<file path="src/rtl/assert_macros.svh">
// assertion macros shared by the rtt estimator rtl
// no dependencies; include by bare file name
`ifndef ASSERT_MACROS_SVH
`define ASSERT_MACROS_SVH

// property sampled on the rising clock, off while reset is low
`define ASSERT_CLK(lbl, clk, rst_n, prop, msg) \
    lbl: assert property (@(posedge clk) disable iff (!rst_n) prop) else $error(msg);

// next-cycle implication built on the macro above
`define ASSERT_NEXT(lbl, clk, rst_n, cond, expr, msg) \
    `ASSERT_CLK(lbl, clk, rst_n, (cond) |=> (expr), msg)

`endif

</file>
<file path="src/rtl/rtt_pkg.sv">
// package for the rtt retransmission timer estimator
// event kinds, register indexes, reset constants and the clamp helper
package rtt_pkg;

    localparam int unsigned RTO_W   = 20;
    localparam int unsigned COUNT_W = 8;
    localparam int unsigned CALC_W  = 23;   // wide enough for srtt + 4*dev unclamped

    typedef enum logic [1:0] {
        KIND_NEW_PACKET = 2'd0,
        KIND_RTT_SAMPLE = 2'd1,
        KIND_TIMEOUT    = 2'd2,
        KIND_RESTART    = 2'd3
    } t_kind;

    typedef enum logic [1:0] {
        CFG_MIN_RTO  = 2'd0,
        CFG_MAX_RTO  = 2'd1,
        CFG_MAX_RETX = 2'd2
    } t_cfg_index;

    localparam logic [RTO_W-1:0]   MIN_RTO_RESET  = 20'd1000;
    localparam logic [RTO_W-1:0]   MAX_RTO_RESET  = 20'd3000;
    localparam logic [COUNT_W-1:0] MAX_RETX_RESET = 8'd12;
    localparam logic [RTO_W-1:0]   DEV_INIT       = 20'd150;
    localparam logic [RTO_W-1:0]   RTO_RESTART    = 20'd600;   // 0 + 4*150
    localparam logic [RTO_W-1:0]   RTO_RESET      = 20'd1000;  // 600 clamped by reset limits
    localparam logic [RTO_W-1:0]   RTO_MASK       = '1;
    localparam logic [COUNT_W-1:0] COUNT_MAX      = '1;

    // raise to lo first, else lower to hi
    function automatic logic [RTO_W-1:0] clamp_rto(
        input logic [CALC_W-1:0] v,
        input logic [RTO_W-1:0]  lo,
        input logic [RTO_W-1:0]  hi
    );
        logic [RTO_W-1:0] res;
        if (v < {3'd0, lo}) begin
            res = lo;
        end else if (v > {3'd0, hi}) begin
            res = hi;
        end else begin
            res = v[RTO_W-1:0];
        end
        return res;
    endfunction

    // saturate a signed intermediate into 0 .. 2^20-1
    function automatic logic [RTO_W-1:0] sat_u20(input logic signed [CALC_W-1:0] v);
        logic [RTO_W-1:0] res;
        if (v[CALC_W-1]) begin
            res = '0;
        end else if (|v[CALC_W-2:RTO_W]) begin
            res = RTO_MASK;
        end else begin
            res = v[RTO_W-1:0];
        end
        return res;
    endfunction

endpackage

</file>
<file path="src/rtl/rtt_retransmit_timer_estimator.sv">
// rtt retransmission timer estimator, top level
// depends on rtt_pkg and assert_macros.svh
//
// Integer retransmission-timeout estimator. Each request carries an event kind in
// s_axis_tuser (new packet, rtt sample, timeout, restart) and a sample in
// s_axis_tdata; every request yields exactly one result with the timeout after the
// event, the give-up flag and the retransmit count. A request is registered on
// entry and processed by combinational shifts, adds and clamps into the output
// register, so one request is taken every clock cycle while the result side keeps
// up. With both the input and the output register full the input stalls until the
// result is taken. The estimator state is updated as a request moves from the input
// register to the output register, so back-to-back requests see the previous
// update. Clamp limits and the retransmit limit are written through the cfg port
// (always ready); the user must write them only while no request is in flight, and
// the block itself does not enforce this. The stored timeout only picks up new
// limits at the next event that recomputes it.
`include "assert_macros.svh"

module rtt_retransmit_timer_estimator import rtt_pkg::*; (
    input  logic        i_clk,
    input  logic        i_rst_n,
    // request channel
    input  logic        s_axis_tvalid,
    output logic        s_axis_tready,
    input  logic [23:0] s_axis_tdata,   // [19:0] sample_ms, [23:20] zero
    input  logic [1:0]  s_axis_tuser,   // [1:0] kind
    // result channel
    output logic        m_axis_tvalid,
    input  logic        m_axis_tready,
    output logic [31:0] m_axis_tdata,   // [19:0] rto_ms, [20] give_up,
                                        // [28:21] retransmit_count, [31:29] zero
    // configuration write channel
    input  logic        i_cfg_valid,
    output logic        o_cfg_ready,
    input  logic [1:0]  i_cfg_index,
    input  logic [19:0] i_cfg_data
);

    // configuration
    logic [RTO_W-1:0]   r_min_rto;
    logic [RTO_W-1:0]   r_max_rto;
    logic [COUNT_W-1:0] r_max_retx;

    // estimator state
    logic [RTO_W-1:0]   r_srtt, n_srtt;
    logic [RTO_W-1:0]   r_dev, n_dev;
    logic [RTO_W-1:0]   r_rto, n_rto;
    logic [COUNT_W-1:0] r_retry, n_retry;

    // input stage
    logic               r_in_valid;
    t_kind              r_in_kind;
    logic [RTO_W-1:0]   r_in_sample;

    // output stage
    logic               r_out_valid;
    logic [RTO_W-1:0]   r_out_rto;
    logic               r_out_give_up, n_give_up;
    logic [COUNT_W-1:0] r_out_count;

    logic w_advance;

    logic signed [CALC_W-1:0] w_delta, w_err_step, w_srtt_s;
    logic signed [CALC_W-1:0] w_mag, w_dev_diff, w_dev_step, w_dev_s;
    logic [RTO_W-1:0]         w_srtt_new, w_dev_new;
    logic [CALC_W-1:0]        w_rto_sum, w_rto_dbl;

    assign w_advance     = r_in_valid && (!r_out_valid || m_axis_tready);
    assign s_axis_tready = !r_in_valid || w_advance;
    assign o_cfg_ready   = 1'b1;

    assign m_axis_tvalid = r_out_valid;
    assign m_axis_tdata  = {3'd0, r_out_count, r_out_give_up, r_out_rto};

    // sample path: srtt += err/8, dev += (|err| - dev)/4, floor rounding
    always_comb begin
        w_delta    = $signed({3'd0, r_in_sample}) - $signed({3'd0, r_srtt});
        w_err_step = w_delta >>> 3;
        w_srtt_s   = $signed({3'd0, r_srtt}) + w_err_step;
        w_mag      = w_delta[CALC_W-1] ? -w_delta : w_delta;
        w_dev_diff = w_mag - $signed({3'd0, r_dev});
        w_dev_step = w_dev_diff >>> 2;
        w_dev_s    = $signed({3'd0, r_dev}) + w_dev_step;
        w_srtt_new = sat_u20(w_srtt_s);
        w_dev_new  = sat_u20(w_dev_s);
        w_rto_sum  = {3'd0, w_srtt_new} + {1'b0, w_dev_new, 2'b00};
        w_rto_dbl  = {2'd0, r_rto, 1'b0};
    end

    always_comb begin
        n_srtt    = r_srtt;
        n_dev     = r_dev;
        n_rto     = r_rto;
        n_retry   = r_retry;
        n_give_up = 1'b0;
        unique case (r_in_kind)
            KIND_NEW_PACKET: begin
                n_retry = '0;
            end
            KIND_RTT_SAMPLE: begin
                n_srtt = w_srtt_new;
                n_dev  = w_dev_new;
                n_rto  = clamp_rto(w_rto_sum, r_min_rto, r_max_rto);
            end
            KIND_TIMEOUT: begin
                n_rto     = clamp_rto(w_rto_dbl, r_min_rto, r_max_rto);
                n_give_up = (r_retry >= r_max_retx);
                if (r_retry != COUNT_MAX) begin
                    n_retry = r_retry + 1'b1;
                end
            end
            KIND_RESTART: begin
                n_srtt = '0;
                n_dev  = DEV_INIT;
                n_rto  = clamp_rto({3'd0, RTO_RESTART}, r_min_rto, r_max_rto);
            end
            default: begin
                n_retry = r_retry;
            end
        endcase
    end

    always_ff @(posedge i_clk) begin
        if (!i_rst_n) begin
            r_min_rto   <= MIN_RTO_RESET;
            r_max_rto   <= MAX_RTO_RESET;
            r_max_retx  <= MAX_RETX_RESET;
            r_srtt      <= '0;
            r_dev       <= DEV_INIT;
            r_rto       <= RTO_RESET;
            r_retry     <= '0;
            r_in_valid  <= 1'b0;
            r_out_valid <= 1'b0;
        end else begin
            if (i_cfg_valid && o_cfg_ready) begin
                unique case (t_cfg_index'(i_cfg_index))
                    CFG_MIN_RTO:  r_min_rto  <= i_cfg_data;
                    CFG_MAX_RTO:  r_max_rto  <= i_cfg_data;
                    CFG_MAX_RETX: r_max_retx <= i_cfg_data[COUNT_W-1:0];
                    default:      r_max_retx <= r_max_retx;
                endcase
            end
            if (s_axis_tready) begin
                r_in_valid <= s_axis_tvalid;
            end
            if (w_advance) begin
                r_srtt      <= n_srtt;
                r_dev       <= n_dev;
                r_rto       <= n_rto;
                r_retry     <= n_retry;
                r_out_valid <= 1'b1;
            end else if (m_axis_tready) begin
                r_out_valid <= 1'b0;
            end
        end
    end

    // payload registers
    always_ff @(posedge i_clk) begin
        if (s_axis_tvalid && s_axis_tready) begin
            r_in_kind   <= t_kind'(s_axis_tuser);
            r_in_sample <= s_axis_tdata[RTO_W-1:0];
        end
        if (w_advance) begin
            r_out_rto     <= n_rto;
            r_out_give_up <= n_give_up;
            r_out_count   <= n_retry;
        end
    end

    `ASSERT_NEXT(a_new_packet_clears, i_clk, i_rst_n,
        w_advance && r_in_kind == KIND_NEW_PACKET, r_out_count == '0,
        "new packet left a nonzero retransmit count")

    `ASSERT_NEXT(a_give_up_only_timeout, i_clk, i_rst_n,
        w_advance && r_in_kind != KIND_TIMEOUT, !r_out_give_up,
        "give up raised by an event other than timeout")

    `ASSERT_NEXT(a_rto_in_limits, i_clk, i_rst_n,
        w_advance && r_in_kind != KIND_NEW_PACKET && r_min_rto <= r_max_rto,
        r_out_rto >= r_min_rto && r_out_rto <= r_max_rto,
        "recomputed timeout outside the clamp limits")

    `ASSERT_NEXT(a_held_request_kept, i_clk, i_rst_n,
        r_in_valid && !w_advance, r_in_valid && $stable(r_in_sample),
        "pending request dropped or overwritten while stalled")

endmodule
</file>
<file path="config.mk">
export PLATFORM = sky130hd
export DESIGN_NAME = rtt_retransmit_timer_estimator
export DESIGN_NICKNAME = d
export VERILOG_FILES = /design/src/rtl/rtt_pkg.sv /design/src/rtl/rtt_retransmit_timer_estimator.sv
export VERILOG_INCLUDE_DIRS = /design/src /design/src/rtl
export SDC_FILE = /design/constraint.sdc
export NUM_CORES = 1
export LEC_CHECK = 0
export BUFFER_PORTS_ARGS = -buffer_cell sky130_fd_sc_hd__buf_4
export CORE_ASPECT_RATIO = 0.5
export CORE_MARGIN = 4
export CORE_UTILIZATION = 40
export DETAILED_ROUTE_END_ITERATION = 10
export HOLD_SLACK_MARGIN = 0.05
export REMOVE_ABC_BUFFERS = 1
export SLEW_MARGIN = 40
export SYNTH_ARGS = -nofsm -noshare
export SYNTH_HDL_FRONTEND = slang
export SYNTH_SLANG_ARGS = --single-unit
</file>
<file path="constraint.sdc">
create_clock -name i_clk -period 34.6 [get_ports i_clk]
set_input_delay 1.73 -clock i_clk [delete_from_list [all_inputs] [get_ports i_clk]]
set_output_delay 1.73 -clock i_clk [all_outputs]
set_load 0.02 [all_outputs]
</file>
==> flow_metrics.env <==
export IMPL_cts_htree_levels=4
export IMPL_track_usage_pct=22.4
export IMPL_ant_nets=0
export IMPL_grt_first_pass_wirelength_um=75500
export IMPL_p_sw_w=0.000747
export IMPL_synthAdderAreaFrac_pct=15.5
export IMPL_via_per_inst=5.74
export IMPL_ys_top_cells_by_area="dfxtp_1 (15%), ha_1 (15%), edfxtp_1 (9.9%)"
export IMPL_outcome="completed"
export IMPL_row_count=50
export IMPL_async_flop_share_pct=0
export IMPL_p_leak_nw=7.07
export IMPL_grt_max_degree=47
export IMPL_first_pass_iters=5
export IMPL_worst_pin_slew_ps=849
export IMPL_syn_inst=1923
export IMPL_nNetsFinal=2211
export IMPL_clk_pin_slew_ps=80
export IMPL_final_setup_viol_count=0
export IMPL_cts_resized=0
export IMPL_core_area_um2=37800
export IMPL_syn2layout_area_growth_pct=11.1
export IMPL_synth_top_flop_cell="dfxtp_1"
export IMPL_cpMostUsedCell="o21a_1"
export IMPL_ys_ff_latch=169
export IMPL_post_cts_buffers=0
export IMPL_dieArea_um2=42100
export IMPL_synth_edf_count=51
export IMPL_via_count=14400
export IMPL_max_stage_delay_ps=590
export IMPL_p_comb_share_pct=69.9
export IMPL_ioPinCount=88
export IMPL_cts_tree="yes"
export IMPL_ys_types=114
export IMPL_synth_xor_area_share_pct=5.14
export IMPL_rsz0062_at_grt="false"
export IMPL_routedWlPerCell_um=19.0
export IMPL_min_from="r_max_rto[2]"
export IMPL_hpwlAfterDp_um=35800
export IMPL_start_util_pct=41.0
export IMPL_place_congestion=0.936
export IMPL_insertion_delay_ps=480
export IMPL_crit_start="r_srtt[0]"
export IMPL_swShare_pct=51.5
export IMPL_p_int_w=0.000704
export IMPL_grt_pass1_vias=13700
export IMPL_overflow=0
export IMPL_antenna_cells=0
export IMPL_power_density_nw_per_um2=84.4
export IMPL_avgSynthCellArea_um2=8.05
export IMPL_pwr_share_clk_pct=14.3
export IMPL_mostFrequentLayoutCells="a21oi_1 (211), nand2_1 (210), ha_1 (185)"
export IMPL_finClkSkew_ps=14.2
export IMPL_end_kind="flip-flop"
export IMPL_fin_util_pct=45.5
export IMPL_drt_iter0_markers=1062
export IMPL_seqPwrFrac_pct=15.8
export IMPL_cts_buffer_depth=2
export IMPL_yosysWarnings=0
export IMPL_synth_simple_gate_area_share_pct=18.7
export IMPL_numCtsBuffers=17
export IMPL_holdBufCountCts=0
export IMPL_required_ps=34830
export IMPL_ys_seq_area_share_pct=25.2
export IMPL_setup_tns_ps=0
export IMPL_reg2reg_setup_slack_ps=20260
export IMPL_hold_viol=0
export IMPL_rr_startpoint="r_srtt[0]"
export IMPL_max_cap_viol_count=0
export IMPL_cp_start_kind="flip-flop"
export IMPL_antenna_found_initial=0
export IMPL_dieHeight_um=147
export IMPL_max_slew_margin_pct=43.3
export IMPL_period_share_pct=41.4
export IMPL_routed_wl_um=47600
export IMPL_holdCritPathClass="flip-flop to flip-flop"
export IMPL_synth_compound_area_share_pct=27.5
export IMPL_port_buffers=79
export IMPL_worst_setup_path_type="flip-flop to flip-flop"
export IMPL_fmax_ghz=0.0697
export IMPL_vdd_drop_max_mv=0.0542
export IMPL_crit_arrival_ps=14570
export IMPL_syn_area_um2=15500
export IMPL_worst_path_max_delay_cell="a31oi_1"
export IMPL_drc_errors=0
export IMPL_yosys_mux_area_fraction_pct=3.02
export IMPL_layout_drive_gt1_share_pct=10.1
export IMPL_crit_fanout=25
export IMPL_final_common_cell="a21oi_1"
export IMPL_cts_sinks=169
export IMPL_synth_top_family_by_area="compound AO/OA/AOI/OAI gates"
export IMPL_die_w_um=286
export IMPL_post_synth_top_area_fraction_pct=15.3
export IMPL_slew_viol_final=0
export IMPL_synth_top_area_cell="dfxtp_1"
export IMPL_root_buffer="clkbuf_16"
export IMPL_period_needed_ps=14340
-- registers in the layout, summed over array words and instances, names as in the netlist --
name	cells
m_axis_tvalid	1
r_dev	20
r_in_kind	2
r_in_sample	20
r_in_valid	1
r_max_retx	8
r_max_rto	20
r_min_rto	20
r_out_count	8
r_out_give_up	1
r_out_rto	20
r_retry	8
r_rto	20
r_srtt	20
-- metal layers --
metal	routed length, um	vias up	track usage (%)
met5	0	-	0
met2	20600	410	34.9
li1	-	7117	-
met3	3130	81	4.47
met4	1200	0	7.09
met1	22700	6763	31.2
-- synthesized netlist by cell type, types with 8 or more instances --
library cell,n
nand2_1,212
a21oi_1,211
ha_1,185
nor2_1,182
dfxtp_1,118
inv_1,111
o21ai_0,90
xnor2_1,61
a21o_1,56
clkbuf_1,53
edfxtp_1,51
o21a_1,38
nor3_1,36
nand3_1,35
mux2i_1,33
xor2_1,28
nand2b_1,24
nor2b_1,23
o211ai_1,22
a211oi_1,18
a31oi_1,17
and3_1,16
nand4_1,14
o21ai_1,14
o21bai_1,14
nor4_1,12
o31ai_1,12
a211o_1,11
a22oi_1,11
o22ai_1,11
or3_1,10
a221oi_1,9
and2_1,9
or2_2,8
-- worst max-delay path, delay by kind of cell (launching register included) --
kind / cells / cell delay [ps]
AOI/OAI and AO/OA: 31 / 7760
xor gates and xnor gates: 2 / 610
adders and majority gates: 7 / 2240
buffers and inverters: 1 / 350
DFF: 1 / 340
muxes: 1 / 290
and+or+nand+nor: 12 / 2470
-- worst paths after layout --
check                           depth (start not counted)             to
worst min-delay path                                    2   r_max_rto[2]
worst max-delay path                                   54  r_out_rto[13]
worst min register to register                          2   r_max_rto[2]
worst max register to register                         54  r_out_rto[13]
-- power by group through the flow --
stage	clock (W)	sequential, W	combinational [W]
2_1_floorplan	0	0.000236	0.000717
3_3_place_gp	0	0.000234	0.000983
3_5_place_dp	0	0.000234	0.000987
4_1_cts	0.000211	0.000229	0.000993
5_1_grt	0.000219	0.000231	0.00112
6_report	0.000207	0.000230	0.00101
-- stage by stage --
stage / instance area (um2) / setup WS (ps) / total power [W] / cells / hold WS (ps)
3_3_place_gp: 16500 / 20440 / 0.00122 / 2469 / 443
5_1_grt: 17200 / 19440 / 0.00157 / 2502 / 482
4_1_cts: 17200 / 20340 / 0.00143 / 2502 / 463
6_report: 17200 / 20260 / 0.00145 / 2502 / 461
3_5_place_dp: 16600 / 20370 / 0.00122 / 2470 / 451
2_1_floorplan: 15100 / 22710 / 0.000953 / 1851 / 436
-- logic make-up after synthesis --
kind of cell / count (synthesis)
buffers and inverters: 187
AND/OR/NAND/NOR: 616
XOR/XNOR: 90
adder cells (fa/ha/maj): 189
other: 2
flip-flops: 169
multiplexers: 44
AO/OA/AOI/OAI: 626
-- cell type report --
class                      instances  area [um2]
tap                              520         651
sequential                       169        3890
clock inverter                    15         193
timing repair buffer              99         751
multi-input combinational       1569       10900
clock buffer                      17         425
inverter                         113         425
fill                            3840       20600
Power figures use the tool's default switching activity.
